<file path="src/hw/rtl/pcgmix_pkg.sv">
// Types, constants, microcode table and output permutation for the PCG32 generator.
package pcgmix_pkg;

  localparam int unsigned StepW = 5;
  typedef logic [StepW-1:0] step_t;

  typedef enum logic [2:0] {
    OP_IDLE = 3'd0,
    OP_OUT  = 3'd1,
    OP_LOAD = 3'd2,
    OP_XS   = 3'd3,
    OP_MUL0 = 3'd4,
    OP_MUL1 = 3'd5,
    OP_MUL2 = 3'd6,
    OP_ADD  = 3'd7
  } op_t;

  typedef enum logic [1:0] {
    K_MIXA = 2'd0,
    K_MIXB = 2'd1,
    K_LCG  = 2'd2
  } ksel_t;

  typedef enum logic [1:0] {
    SH_30 = 2'd0,
    SH_27 = 2'd1,
    SH_31 = 2'd2
  } shsel_t;

  typedef enum logic {
    AD_GOLDEN = 1'b0,
    AD_INC    = 1'b1
  } asel_t;

  typedef struct packed {
    op_t    op;
    ksel_t  ksel;
    shsel_t shsel;
    asel_t  asel;
    logic   store;
    logic   last;
  } ctrl_t;

  localparam logic [63:0] GOLDEN    = 64'h9E3779B97F4A7C15;
  localparam logic [63:0] LCG_MUL   = 64'd6364136223846793005;
  localparam logic [63:0] LCG_INC   = 64'd1442695040888963407;
  localparam logic [63:0] MIX_MUL_A = 64'hBF58476D1CE4E5B9;
  localparam logic [63:0] MIX_MUL_B = 64'h94D049BB133111EB;

  localparam step_t StepIdle   = step_t'(0);
  localparam step_t StepDraw   = step_t'(1);
  localparam step_t StepReseed = step_t'(6);

  function automatic ctrl_t cw(op_t op, ksel_t k, shsel_t sh, asel_t a,
                               logic st, logic last);
    ctrl_t c;
    c.op    = op;
    c.ksel  = k;
    c.shsel = sh;
    c.asel  = a;
    c.store = st;
    c.last  = last;
    return c;
  endfunction

  // Microcode: draw at 1..5, reseed at 6..24.
  // A 64-bit product mod 2^64 takes three 32x32 steps (lo*lo, lo*hi, hi*lo).
  function automatic ctrl_t ucode(step_t pc);
    ctrl_t c;
    case (pc)
      5'd0:    c = cw(OP_IDLE, K_LCG,  SH_30, AD_INC,    1'b0, 1'b0);
      5'd1:    c = cw(OP_OUT,  K_LCG,  SH_30, AD_INC,    1'b0, 1'b0);
      5'd2:    c = cw(OP_MUL0, K_LCG,  SH_30, AD_INC,    1'b0, 1'b0);
      5'd3:    c = cw(OP_MUL1, K_LCG,  SH_30, AD_INC,    1'b0, 1'b0);
      5'd4:    c = cw(OP_MUL2, K_LCG,  SH_30, AD_INC,    1'b0, 1'b0);
      5'd5:    c = cw(OP_ADD,  K_LCG,  SH_30, AD_INC,    1'b1, 1'b1);
      5'd6:    c = cw(OP_LOAD, K_MIXA, SH_30, AD_INC,    1'b0, 1'b0);
      5'd7:    c = cw(OP_XS,   K_MIXA, SH_30, AD_INC,    1'b0, 1'b0);
      5'd8:    c = cw(OP_MUL0, K_MIXA, SH_30, AD_INC,    1'b0, 1'b0);
      5'd9:    c = cw(OP_MUL1, K_MIXA, SH_30, AD_INC,    1'b0, 1'b0);
      5'd10:   c = cw(OP_MUL2, K_MIXA, SH_30, AD_INC,    1'b0, 1'b0);
      5'd11:   c = cw(OP_XS,   K_MIXB, SH_27, AD_INC,    1'b0, 1'b0);
      5'd12:   c = cw(OP_MUL0, K_MIXB, SH_27, AD_INC,    1'b0, 1'b0);
      5'd13:   c = cw(OP_MUL1, K_MIXB, SH_27, AD_INC,    1'b0, 1'b0);
      5'd14:   c = cw(OP_MUL2, K_MIXB, SH_27, AD_INC,    1'b0, 1'b0);
      5'd15:   c = cw(OP_XS,   K_LCG,  SH_31, AD_INC,    1'b0, 1'b0);
      5'd16:   c = cw(OP_ADD,  K_LCG,  SH_31, AD_GOLDEN, 1'b0, 1'b0);
      5'd17:   c = cw(OP_MUL0, K_LCG,  SH_31, AD_INC,    1'b0, 1'b0);
      5'd18:   c = cw(OP_MUL1, K_LCG,  SH_31, AD_INC,    1'b0, 1'b0);
      5'd19:   c = cw(OP_MUL2, K_LCG,  SH_31, AD_INC,    1'b0, 1'b0);
      5'd20:   c = cw(OP_ADD,  K_LCG,  SH_31, AD_INC,    1'b0, 1'b0);
      5'd21:   c = cw(OP_MUL0, K_LCG,  SH_31, AD_INC,    1'b0, 1'b0);
      5'd22:   c = cw(OP_MUL1, K_LCG,  SH_31, AD_INC,    1'b0, 1'b0);
      5'd23:   c = cw(OP_MUL2, K_LCG,  SH_31, AD_INC,    1'b0, 1'b0);
      5'd24:   c = cw(OP_ADD,  K_LCG,  SH_31, AD_INC,    1'b1, 1'b1);
      default: c = cw(OP_IDLE, K_LCG,  SH_30, AD_INC,    1'b0, 1'b1);
    endcase
    return c;
  endfunction

  // XSH-RR: xorshift high, then rotate right by the top five bits.
  function automatic logic [31:0] permute(logic [63:0] x);
    logic [63:0] t;
    logic [31:0] w;
    logic [4:0]  r;
    logic [63:0] rot;
    t   = ((x >> 18) ^ x) >> 27;
    w   = t[31:0];
    r   = x[63:59];
    rot = {w, w} >> r;
    return rot[31:0];
  endfunction

endpackage

</file>
<file path="src/hw/rtl/pcgmix_dp.sv">
// Datapath: generator state, work registers and a shared 32x32 multiplier.
module pcgmix_dp (
  input  logic               clk,
  input  logic               rst,
  input  pcgmix_pkg::ctrl_t  ctl,
  input  logic               load_keys,
  input  logic [31:0]        seed_high,
  input  logic [31:0]        seed_low,
  output logic [31:0]        word
);
  import pcgmix_pkg::*;

  logic [63:0] state;
  logic [63:0] z;
  logic [63:0] p;
  logic [31:0] key_hi;
  logic [31:0] key_lo;

  logic [63:0] kval;
  logic [31:0] mul_a;
  logic [31:0] mul_b;
  logic [63:0] prod;
  logic [4:0]  shamt;
  logic [63:0] xs;
  logic [63:0] addend;
  logic [63:0] sum;

  always_comb begin
    case (ctl.ksel)
      K_MIXA:  kval = MIX_MUL_A;
      K_MIXB:  kval = MIX_MUL_B;
      K_LCG:   kval = LCG_MUL;
      default: kval = LCG_MUL;
    endcase
    case (ctl.shsel)
      SH_30:   shamt = 5'd30;
      SH_27:   shamt = 5'd27;
      SH_31:   shamt = 5'd31;
      default: shamt = 5'd31;
    endcase
    mul_a  = (ctl.op == OP_MUL2) ? z[63:32] : z[31:0];
    mul_b  = (ctl.op == OP_MUL1) ? kval[63:32] : kval[31:0];
    prod   = {32'd0, mul_a} * {32'd0, mul_b};
    xs     = p ^ (p >> shamt);
    addend = (ctl.asel == AD_GOLDEN) ? GOLDEN : LCG_INC;
    sum    = p + addend;
  end

  always_ff @(posedge clk) begin
    if (load_keys) begin
      key_hi <= seed_high;
      key_lo <= seed_low;
    end
    case (ctl.op)
      OP_OUT:  z <= state;
      OP_LOAD: p <= {key_hi, 32'd0} ^ ({32'd0, key_lo} + GOLDEN);
      OP_XS: begin
        z <= xs;
        p <= xs;
      end
      OP_MUL0: p <= prod;
      OP_MUL1: p[63:32] <= p[63:32] + prod[31:0];
      OP_MUL2: p[63:32] <= p[63:32] + prod[31:0];
      OP_ADD:  z <= sum;
      default: ;
    endcase
  end

  always_ff @(posedge clk) begin
    if (rst) begin
      state <= 64'd0;
    end else if (ctl.op == OP_ADD && ctl.store) begin
      state <= sum;
    end
  end

  assign word = permute(state);

endmodule

</file>
<file path="src/hw/rtl/pcg_random_with_mixed_seed.sv">
// PCG32 XSH-RR generator with SplitMix64 key mixing, run by a microcode sequencer.
// Draw: registers the current state's word, held while the output stalls, then steps the LCG state.
// Reseed: no output word. Either command keeps cmd_stall high until the sequencer is idle again.
// Rate is set by the single 32x32 multiplier: each 64-bit multiply takes three steps.
// Reset (synchronous, rst high) clears the state to zero and returns the sequencer to idle.
module pcg_random_with_mixed_seed (
  input  logic        clk,
  input  logic        rst,
  input  logic        cmd_valid,
  output logic        cmd_stall,
  input  logic        cmd,
  input  logic [31:0] seed_high,
  input  logic [31:0] seed_low,
  output logic        word_valid,
  input  logic        word_stall,
  output logic [31:0] random_word
);
  import pcgmix_pkg::*;

  step_t       pc;
  step_t       pc_next;
  ctrl_t       ctl;
  logic        accept;
  logic        out_free;
  logic [31:0] perm_word;

  assign ctl       = ucode(pc);
  assign cmd_stall = (ctl.op != OP_IDLE);
  assign accept    = cmd_valid && !cmd_stall;
  assign out_free  = !word_valid || !word_stall;

  always_comb begin
    pc_next = pc;
    case (ctl.op)
      OP_IDLE: begin
        if (accept) begin
          pc_next = cmd ? StepReseed : StepDraw;
        end
      end
      // hold until the output register can take the word
      OP_OUT: begin
        if (out_free) begin
          pc_next = pc + step_t'(1);
        end
      end
      default: begin
        pc_next = ctl.last ? StepIdle : pc + step_t'(1);
      end
    endcase
  end

  always_ff @(posedge clk) begin
    if (rst) begin
      pc <= StepIdle;
    end else begin
      pc <= pc_next;
    end
  end

  always_ff @(posedge clk) begin
    if (rst) begin
      word_valid <= 1'b0;
    end else if (ctl.op == OP_OUT && out_free) begin
      word_valid <= 1'b1;
    end else if (!word_stall) begin
      word_valid <= 1'b0;
    end
  end

  always_ff @(posedge clk) begin
    if (ctl.op == OP_OUT && out_free) begin
      random_word <= perm_word;
    end
  end

  pcgmix_dp u_dp (
    .clk       (clk),
    .rst       (rst),
    .ctl       (ctl),
    .load_keys (accept),
    .seed_high (seed_high),
    .seed_low  (seed_low),
    .word      (perm_word)
  );

endmodule
</file>
<file path="config.mk">
export PLATFORM = sky130hd
export DESIGN_NAME = pcg_random_with_mixed_seed
export DESIGN_NICKNAME = d
export VERILOG_FILES = /design/src/hw/rtl/pcgmix_pkg.sv /design/src/hw/rtl/pcgmix_dp.sv /design/src/hw/rtl/pcg_random_with_mixed_seed.sv
export SDC_FILE = /design/constraint.sdc
export NUM_CORES = 2
export LEC_CHECK = 0
export ABC_AREA = 1
export BUFFER_PORTS_ARGS = -buffer_cell sky130_fd_sc_hd__buf_2
export CORE_MARGIN = 10
export CORE_UTILIZATION = 25
export CTS_BUF_LIST = sky130_fd_sc_hd__clkbuf_8 sky130_fd_sc_hd__clkbuf_16
export DETAILED_ROUTE_END_ITERATION = 7
export HOLD_SLACK_MARGIN = 0.02
export PLACE_DENSITY = 0.51
export REMOVE_ABC_BUFFERS = 1
export SLEW_MARGIN = 15
export SYNTH_ARGS = -nofsm -noshare
export SYNTH_HDL_FRONTEND = slang
export SYNTH_HIERARCHICAL = 1
export SYNTH_SLANG_ARGS = --single-unit
</file>
<file path="constraint.sdc">
create_clock -name clk -period 11.2 [get_ports clk]
set_input_delay 2.8 -clock clk [delete_from_list [all_inputs] [get_ports clk]]
set_output_delay 2.8 -clock clk [all_outputs]
set_load 0.05 [all_outputs]
</file>
==> flow_summary.ini <==
[synth]
synthCells = 7105
synth_area_leaders = fa_1 (32%), edfxtp_1 (12%), nand2_1 (10%)
synth-async-reset-ratio_pct = 0
synthSimpleGateAreaFrac_pct = 22.2
ys.flop_type = edfxtp_1
synth.distinct_cells = 60
synth_edf_count = 224
synth_top_area_cell = fa_1
synth_compound_area_share_pct = 8.38
synth_top_family_by_area = adder cells
syn_area_per_cell_sq_um = 7.65
synthMuxAreaShare_pct = 0.368
yosysSeqAreaShare_pct = 15.3
synthXorXnorAreaFrac_pct = 1.24
synth_area_sq_um = 54400
synth_adder_area_share_pct = 40.2
synth_top_area_share_pct = 31.9
ys_warn_count = 6
synth-seq-cells = 303

[drt]
wirelength_mm = 249
drc = 0
drtAntennaViolNets = 0
wl_per_cell_um = 24.7
dr_total_vias = 49000
dr.pass1.iters = 8
detail_route.iter0.violations = 4871
vias_per_cell = 4.87

[floorplan]
die_x_um = 486
die_h_um = 486
start_util_pct = 25.1
io_pins = 103
die_area_sq_um = 236000
rows = 171
core_sq_um = 217000

[global_routing]
grt_usage_pct = 20.6
use_met3_pct = 3.01
grt_pass1_vias = 50600
grt-ovfl-total = 0
grt_first_pass_wirelength_mm = 358
grt_max_degree = 61
grt_use_met2_pct = 33.5
grt_util_met1_pct = 27.2
grt_antenna_before_repair = 14
top_usage_layer = met2

[clock_tree]
cts_setup_buffers = 0
htreeDepth = 2
cts_tree = built
numClockSinks = 303
cts.repair.resized = 0
cts_root_buf = clkbuf_16
cts-buffers-inserted = 37
cts.reportedPaths.clkPinSlew_ps = 70
worstSkewPairLatency_ps = 600
hold_buffers = 0
cts_buffer_depth = 3

[final_layout]
final_common_cell = nand2_1
fillers = 23800
most-common-layout-cells = nand2_1 (1490), inv_1 (1474), fa_1 (865), nor2_1 (802), nand3_1 (369)
fin_nets = 8475
syn_to_final_growth_pct = 10.3
drive_gt1_share_pct = 6.79

[setup_path]
cp.required_ps = 11550
end_kind = flop
worst_setup_path_start_kind = flop
worst_path_max_delay_cell = o21ai_2
r2r_slack_ps = 640
path_class = flop to flop
r2r_cells = 39
worst_path_largest_cell_delay_ps = 710
worstPathMaxFanout = 17
critPathArrivalTime_ps = 10910

[timing]
rsz0062_at_grt = no
period_share_pct = 94.3
tns_ps = 0
max_freq_ghz = 0.0947
clock_skew_ps = 30.0
setup_viol = 0
period_needed_ps = 10560
slew_violations = 0
tightest_slew_ps = 1090
timing_hold_violations_final = 0
maxSlewHeadroom_pct = 26.7
setup_ws_ps = 641

[placement]
port_buffers = 102
gp_congestion = 1.01
place_hpwl_mm = 213
pre_cts_ws_ps = 824

[min_path]
hp-class = flop to flop
holdPathStages = 2

[flow_run]
maxCapViolCount = 0

[outcome]
status = complete, no violations
==> routing by layer <==
metal / vias up / routed length [um]
met3: 442 / 17500
met4: 8 / 13100
met2: 2069 / 113000
met5: - / 57
li1: 22000 / -
met1: 24500 / 105000
==> final timing paths <==
path | from | end
worst max-delay path | ctl[8] | u_dp/p[62]
worst min-delay path | u_dp/state[1] | u_dp/state[1]
worst min register to register | u_dp/state[1] | u_dp/state[1]
worst max register to register | ctl[8] | u_dp/p[62]
==> state kept, by name (all words and copies together) (netlist names) <==
register     cells
random_word     32
ctl              9
word_valid       1
pc               5
u_dp/state      64
u_dp/p          64
u_dp/key_hi     32
u_dp/z          64
u_dp/key_lo     32
==> worst max-delay path, delay by kind of cell, from the launching register on <==
family	cells	cell delay, ps
AOI/OAI and AO/OA	4	1300
DFF	1	460
adders and majority gates	10	4530
xor gates and xnor gates	1	580
and+or+nand+nor	14	2110
buffers and inverters	10	1300
==> final cells by class <==
type                            count  area (sq um)  share of cell area (%)
Timing Repair Buffer              258          1710                    2.85
Clock buffer                       38           951                    1.59
Sequential cell                   303          8310                    13.9
Inverter                         1513          5680                    9.48
Antenna cell                        3          7.51                  0.0125
Multi-Input combinational cell   5065         39400                    65.8
Tap cell                         2854          3570                    5.96
Clock inverter                     30           290                   0.484
==> synthesized netlist by cell type, types with 58 or more instances <==
cell and count:
nand3_1 369, o21ai_0 315, nor2_1 807, a21oi_1 332
nand2_1 1491, dfxtp_1 79, edfxtp_1 224, fa_1 865
clkbuf_1 100, ha_1 363, buf_2 96, inv_1 1474
or2_2 58, xor2_1 67
==> stage by stage <==
stage	area [sq um]	hold slack [ps]	cells	utilization [%]
floorplan	53300	439	6881	-
global placement	58700	453	9993	27.1
detailed placement	58700	463	9993	27.1
CTS	59900	473	10100	27.7
global route	59900	494	10100	27.7
finish	60000	474	10100	27.7
==> kinds of logic (layout without fill, tap and decap cells) <==
logic type,count (synthesis),count (layout)
flip-flops,303,303
AND/OR/NAND/NOR,2914,2914
AO/OA/AOI/OAI,826,826
XOR/XNOR,77,77
multiplexers,20,20
adder cells (fa/ha/maj),1228,1228
buffers and inverters,1737,1839
other,0,3
Power is left out: the tool's default activity adds up to more than one toggle a clock period on the data nets, which glitch-free logic cannot reach.
